## src/rtl/sbh_pkg.sv

```systemverilog
// shared types, constants and bound tables for the saturating bucket histogram
// used by sbh_interval and saturating_bucket_histogram; no dependencies
`default_nettype none

package sbh_pkg;

    localparam int MAX_BUCKETS = 14;
    localparam int BKT_AW      = (MAX_BUCKETS > 2) ? $clog2(MAX_BUCKETS) : 1;

    localparam int IN_DATA_W  = 192;
    localparam int OUT_DATA_W = 328;

    localparam logic [1:0] KIND_DUR  = 2'd0;
    localparam logic [1:0] KIND_SIZE = 2'd1;
    localparam logic [1:0] KIND_TTL  = 2'd2;

    localparam logic FUNC_OBSERVE = 1'b0;
    localparam logic FUNC_READ    = 1'b1;

    localparam logic [29:0] NS_PER_SEC    = 30'd1000000000;
    localparam logic [19:0] US_PER_SEC    = 20'd1000000;
    // floor(x / 1000) = floor((x >> 3) * RECIP >> 34) for x below 2^30
    localparam logic [27:0] DIV1000_RECIP = 28'd137438954;

    localparam int NB_DUR_I  = (MAX_BUCKETS - 1 < 13) ? MAX_BUCKETS - 1 : 13;
    localparam int NB_SIZE_I = (MAX_BUCKETS - 1 < 9)  ? MAX_BUCKETS - 1 : 9;
    localparam int NB_TTL_I  = (MAX_BUCKETS - 1 < 12) ? MAX_BUCKETS - 1 : 12;

    typedef struct packed {
        logic        valid;
        logic        rej;
        logic [63:0] bsamp;
        logic [63:0] ssamp;
    } sbh_iv_t;

    function automatic logic [3:0] sbh_nbounds(input logic [1:0] kind);
        logic [3:0] n;
        case (kind)
            KIND_DUR:  n = 4'(NB_DUR_I);
            KIND_SIZE: n = 4'(NB_SIZE_I);
            default:   n = 4'(NB_TTL_I);
        endcase
        return n;
    endfunction

    function automatic logic [63:0] sbh_bound(input logic [1:0] kind, input logic [3:0] idx);
        logic [63:0] b;
        b = '0;
        case (kind)
            KIND_DUR: begin
                case (idx)
                    4'd0:    b = 64'd1000000;
                    4'd1:    b = 64'd5000000;
                    4'd2:    b = 64'd10000000;
                    4'd3:    b = 64'd25000000;
                    4'd4:    b = 64'd50000000;
                    4'd5:    b = 64'd100000000;
                    4'd6:    b = 64'd250000000;
                    4'd7:    b = 64'd500000000;
                    4'd8:    b = 64'd1000000000;
                    4'd9:    b = 64'd2000000000;
                    4'd10:   b = 64'd5000000000;
                    4'd11:   b = 64'd10000000000;
                    4'd12:   b = 64'd30000000000;
                    default: b = '0;
                endcase
            end
            KIND_SIZE: begin
                case (idx)
                    4'd0:    b = 64'd0;
                    4'd1:    b = 64'd64;
                    4'd2:    b = 64'd256;
                    4'd3:    b = 64'd1024;
                    4'd4:    b = 64'd4096;
                    4'd5:    b = 64'd16384;
                    4'd6:    b = 64'd65536;
                    4'd7:    b = 64'd262144;
                    4'd8:    b = 64'd1048576;
                    default: b = '0;
                endcase
            end
            default: begin
                case (idx)
                    4'd0:    b = 64'd0;
                    4'd1:    b = 64'd1;
                    4'd2:    b = 64'd5;
                    4'd3:    b = 64'd30;
                    4'd4:    b = 64'd60;
                    4'd5:    b = 64'd300;
                    4'd6:    b = 64'd1800;
                    4'd7:    b = 64'd3600;
                    4'd8:    b = 64'd21600;
                    4'd9:    b = 64'd86400;
                    4'd10:   b = 64'd604800;
                    4'd11:   b = 64'd2592000;
                    default: b = '0;
                endcase
            end
        endcase
        return b;
    endfunction

endpackage

`default_nettype wire

```

## src/rtl/sbh_interval.sv

```systemverilog
// three-stage interval converter: checks start/end, forms nanoseconds and microseconds
// depends on sbh_pkg
`default_nettype none

module sbh_interval (
    input  wire logic            aclk,
    input  wire logic            aresetn,
    input  wire logic            start,
    input  wire logic [31:0]     start_sec,
    input  wire logic [29:0]     start_nsec,
    input  wire logic [31:0]     end_sec,
    input  wire logic [29:0]     end_nsec,
    output sbh_pkg::sbh_iv_t     res
);
    import sbh_pkg::*;

    logic        v1_reg, v2_reg, v3_reg;
    logic        rej1_reg, rej2_reg, rej3_reg;
    logic [31:0] secs1_reg;
    logic [29:0] rem1_reg, rem2_reg;
    logic [61:0] pns2_reg;
    logic [51:0] pus2_reg;
    logic [20:0] q2_reg;
    logic [63:0] bsamp3_reg, ssamp3_reg;

    logic        borrow;
    logic        rej;
    logic [31:0] secs;
    logic [30:0] remw;
    logic [54:0] qprod;

    always_comb begin
        borrow = end_nsec < start_nsec;
        rej    = (start_nsec >= NS_PER_SEC) || (end_nsec >= NS_PER_SEC) ||
                 (end_sec < start_sec) || ((end_sec == start_sec) && borrow);
        secs   = end_sec - start_sec - {31'd0, borrow};
        remw   = {1'b0, end_nsec} + (borrow ? {1'b0, NS_PER_SEC} : 31'd0)
                 - {1'b0, start_nsec};
        qprod  = rem1_reg[29:3] * DIV1000_RECIP;
    end

    always_ff @(posedge aclk) begin
        if (!aresetn) begin
            v1_reg <= 1'b0;
            v2_reg <= 1'b0;
            v3_reg <= 1'b0;
        end else begin
            v1_reg <= start;
            v2_reg <= v1_reg;
            v3_reg <= v2_reg;
        end
    end

    always_ff @(posedge aclk) begin
        // stage 1: compare and subtract
        rej1_reg  <= rej;
        secs1_reg <= secs;
        rem1_reg  <= remw[29:0];
        // stage 2: constant multiplies
        rej2_reg  <= rej1_reg;
        rem2_reg  <= rem1_reg;
        pns2_reg  <= secs1_reg * NS_PER_SEC;
        pus2_reg  <= secs1_reg * US_PER_SEC;
        q2_reg    <= qprod[54:34];
        // stage 3: final sums
        rej3_reg   <= rej2_reg;
        bsamp3_reg <= {2'b00, pns2_reg} + {34'd0, rem2_reg};
        ssamp3_reg <= {12'd0, pus2_reg} + {43'd0, q2_reg};
    end

    assign res.valid = v3_reg;
    assign res.rej   = rej3_reg;
    assign res.bsamp = bsamp3_reg;
    assign res.ssamp = ssamp3_reg;

endmodule

`default_nettype wire

```

## config.mk

```make
export PLATFORM = sky130hd
export DESIGN_NAME = sbh_interval
export DESIGN_NICKNAME = d
export VERILOG_FILES = /design/src/rtl/sbh_pkg.sv /design/src/rtl/sbh_interval.sv
export SDC_FILE = /design/constraint.sdc
export NUM_CORES = 2
export LEC_CHECK = 0
export BUFFER_PORTS_ARGS = -buffer_cell sky130_fd_sc_hd__buf_2
export CAP_MARGIN = 10
export CORE_AREA = 2 2 289 291
export CTS_CLUSTER_DIAMETER = 80
export CTS_CLUSTER_SIZE = 14
export DETAILED_ROUTE_END_ITERATION = 10
export DIE_AREA = 0 0 291 293
export PLACE_DENSITY = 0.75
export SYNTH_ARGS = -nofsm -noshare
export SYNTH_HDL_FRONTEND = slang
export SYNTH_SLANG_ARGS = --single-unit
```

## constraint.sdc

```tcl
create_clock -name aclk -period 6.08 [get_ports aclk]
set_input_delay 0.608 -clock aclk [delete_from_list [all_inputs] [get_ports aclk]]
set_output_delay 0.608 -clock aclk [all_outputs]
set_load 0.1 [all_outputs]
```

==> metrics.log <==
[metrics] required arrival time at the worst endpoint: 6.57 ns
[metrics] CP max-delay cell: sky130_fd_sc_hd__fa_2
[metrics] Layout fillers: 6119
[metrics] depth of the worst hold-timing path: 2
[metrics] Max stage delay on crit path: 0.60 ns
[metrics] worst path cell trace: ha_2 -> ha_1 -> inv_1 -> fa_1 -> inv_1 -> fa_1 -> inv_2 -> fa_2 -> fa_1 -> inv_2 -> fa_2 -> ha_4 -> and3_4 -> a221oi_4 -> o221a_1 -> o31ai_4 -> a221oi_4 -> o41ai_4 -> a311o_1 -> a21o_1 -> a31oi_2 -> xnor2_1
[metrics] number of warnings reported in the yosys synthesis log: 0
[metrics] Fmax: 160 MHz
[metrics] count of placed standard cells in the final layout, fillers left out: 6482
[metrics] hpwl dp: 106000 um
[metrics] multi-input logic area: 35800 um2
[metrics] violations in the final reports: setup timing
[metrics] Std-Cell Core Area: 81800 um2
[metrics] area delta synth->final: 22.6%
[metrics] synthesized instance count: 4594
[metrics] ratio of cells with drive above 1 in the final layout: 22.8%
[metrics] unrepaired setup endpoints after global routing: true
[metrics] ranking of synthesized cells by instance count: 1178 x sky130_fd_sc_hd__inv_1, 854 x sky130_fd_sc_hd__ha_1, 662 x sky130_fd_sc_hd__fa_1
[metrics] chip width: 291 um
[metrics] outcome: finished, violations left
[metrics] H-tree Lvls: 1
[metrics] leftover overflow at the end of global routing: 0
[metrics] async set-or-reset flop fraction in the synthesized netlist: 0%
[metrics] clock input transition at the sequential cells of the worst setup and hold paths: 0.06 ns
[metrics] area share of the largest cell type after synthesis: 29.6%
[metrics] Port Buffers: 244
[metrics] post-placement cell count: 6377
[metrics] number of top-level design ports: 257
[metrics] vertical die dimension: 293 um
[metrics] DRT antenna net count: 0
[metrics] sequential element share of the synthesized area: 14.8%
[metrics] number of global-route vias before repair: 36400
[metrics] final worst path period share: 103%
[metrics] number of storage elements in the synthesis netlist: 332
[metrics] number of DRC violations after detailed-routing iteration 0: 1921
[metrics] cell types with the largest area share after synthesis: sky130_fd_sc_hd__fa_1 30%, sky130_fd_sc_hd__ha_1 24%, sky130_fd_sc_hd__dfxtp_1 15%
[metrics] final-report hold violation count: 0
[metrics] starting utilization of the core area: 54.7%
[metrics] count of flip-flops with a built-in enable after synthesis: 0
[metrics] post-layout net count: 7035
[metrics] length of the first detailed-routing pass in iterations: 6
[metrics] Final setup violation count: 17
[metrics] wirelength, routed: 126000 um
[metrics] Vias per Instance: 5.34
[metrics] total routing resource utilization after global routing: 28.9%
[metrics] measured slew at the worst slew-check pin: 0.900 ns
[metrics] CTS buffer count: 30
[metrics] minimum period implied by the final worst setup slack: 6.24 ns
[metrics] pin count of the biggest net entering global routing: 16
[metrics] # DRC: 0
[metrics] first-pass GRT wire length: 193000 um
[metrics] clock root buffer: sky130_fd_sc_hd__clkbuf_16
[metrics] latest clock arrival within the worst-skew pair: 0.61 ns
[metrics] most frequently used flop master after synthesis: sky130_fd_sc_hd__dfxtp_1
[metrics] post-layout utilization of the core: 67.1%
[metrics] initial antenna violation count: 11
[metrics] type of the worst setup path: flop to flop
[metrics] setup clock skew after layout: 0.0170 ns
[metrics] number of cells on the worst reg-to-reg path: 22
[metrics] Startpoint Class: flop
[metrics] maximum fanout encountered on the critical timing path: 5
[metrics] average instance area after synthesis: 9.74 um2
[metrics] Max Root-Sink Buffers: 3
[metrics] routability cong.: 0.991
[metrics] Crit path top cell by count: sky130_fd_sc_hd__fa_1
[metrics] worst setup slack after placement: -0.479 ns
[metrics] maximum capacitance violations: 0
[metrics] number of flip-flops in the largest register: 63
[metrics] number of cell rows: 105
[metrics] combined area of all synthesized cells: 44800 um2
[metrics] hold crit path type: primary input to flop
[metrics] Unique masters post-synth: 82
[metrics] routed len/inst: 19.4 um
[metrics] number of pins with negative max-slew slack in the final report: 0
[metrics] via count of the routed design: 34600
[metrics] Critical Path AT: 6.73 ns
[metrics] most common cell in the netlist: sky130_fd_sc_hd__inv_1
[metrics] total clock sinks: 332
[metrics] leading area contributor after synthesis: sky130_fd_sc_hd__fa_1
[metrics] CP Capture Type: flop
[metrics] TritonCTS clock tree: yes
[metrics] full die area: 85300 um2
[metrics] worst-case setup margin in the final layout: -0.159 ns
[metrics] Slew headroom: 40.0%
[metrics] FF/Latch Area: 6780 um2
-- what timing repair did --
| item | CTS | global route |
|---|---|---|
| buffers inserted | 21 | 36 |
| gates resized for setup | 231 | 258 |
| endpoints found under the setup margin | 46 | 49 |
| pin swaps | 163 | 201 |
| hold buffers | 0 | 0 |
-- logic make-up after synthesis --
logic type / count (synthesis) / share of synthesized area, %
flip-flops: 332 / 14.8
adder cells (fa/ha/maj): 1516 / 53.5
AND/OR/NAND/NOR: 581 / 6.36
other: 1 / 0.00838
XOR/XNOR: 254 / 4.97
buffers and inverters: 1221 / 10.4
AO/OA/AOI/OAI: 689 / 9.96
-- path summary, 6_finish.rpt --
kind / start / endpoint / slack, ns
worst min register to register: rem2_reg[3] / bsamp3_reg[3] / 0.33
worst min-delay path: start / v1_reg / 0.21
worst max-delay path: rem1_reg[13] / q2_reg[18] / -0.16
worst max register to register: rem1_reg[13] / q2_reg[18] / -0.16
-- critical path: cells and delay by family, from the launching register on --
kind	cells	cell delay, ns
and+or+nand+nor	1	0.19
AOI/OAI and AO/OA	8	1.81
xor gates and xnor gates	1	0.09
adders and majority gates	8	3.36
buffers and inverters	4	0.27
DFF	1	0.38
-- cell type report --
| class | instances | area share (%) |
|---|---|---|
| diodes | 8 | 0.0365 |
| repair buffers | 798 | 10.3 |
| clock inverters | 9 | 0.178 |
| flip-flops and latches | 332 | 12.3 |
| well taps | 1070 | 2.44 |
| clock buffers | 35 | 1.44 |
| inverters | 1178 | 8.10 |
| multi-input cells | 3052 | 65.2 |
-- layout by cell type (no fill, tap or decap), types with 43 or more instances in the layout --
master and n:
sky130_fd_sc_hd__a21o_1 110, sky130_fd_sc_hd__a21oi_1 193, sky130_fd_sc_hd__buf_2 244, sky130_fd_sc_hd__buf_4 503, sky130_fd_sc_hd__dfxtp_1 289, sky130_fd_sc_hd__fa_1 619, sky130_fd_sc_hd__fa_2 43, sky130_fd_sc_hd__ha_1 744
sky130_fd_sc_hd__ha_4 100, sky130_fd_sc_hd__inv_1 1134, sky130_fd_sc_hd__nand2_1 138, sky130_fd_sc_hd__nand3_1 51, sky130_fd_sc_hd__nor2_1 153, sky130_fd_sc_hd__o21ai_0 98, sky130_fd_sc_hd__xnor2_1 164, sky130_fd_sc_hd__xor2_1 82
-- routing by layer --
metal | vias up | part of all wire [%] | global-route usage [%] | wire length [um]
li1 | 16300 | - | - | -
met1 | 16900 | 40 | 36.4 | 50400
met2 | 1097 | 49 | 49.8 | 61300
met3 | 324 | 6.4 | 4.85 | 8030
met4 | 2 | 4.8 | 11.4 | 6040
met5 | - | 0.010 | 0 | 13
-- through the flow --
stage	hold slack [ns]	instance area, um2	setup TNS [ns]
floorplan	0.310	44900	-0.00352
global placement	0.311	51100	-8.83
detailed placement	0.313	51100	-11.01
CTS	0.180	53300	-0.734
global route	0.210	54900	-5.25
finish	0.213	54900	-1.04
Power is left out: the tool's default activity adds up to more than one toggle a clock period on the data nets, which glitch-free logic cannot reach.
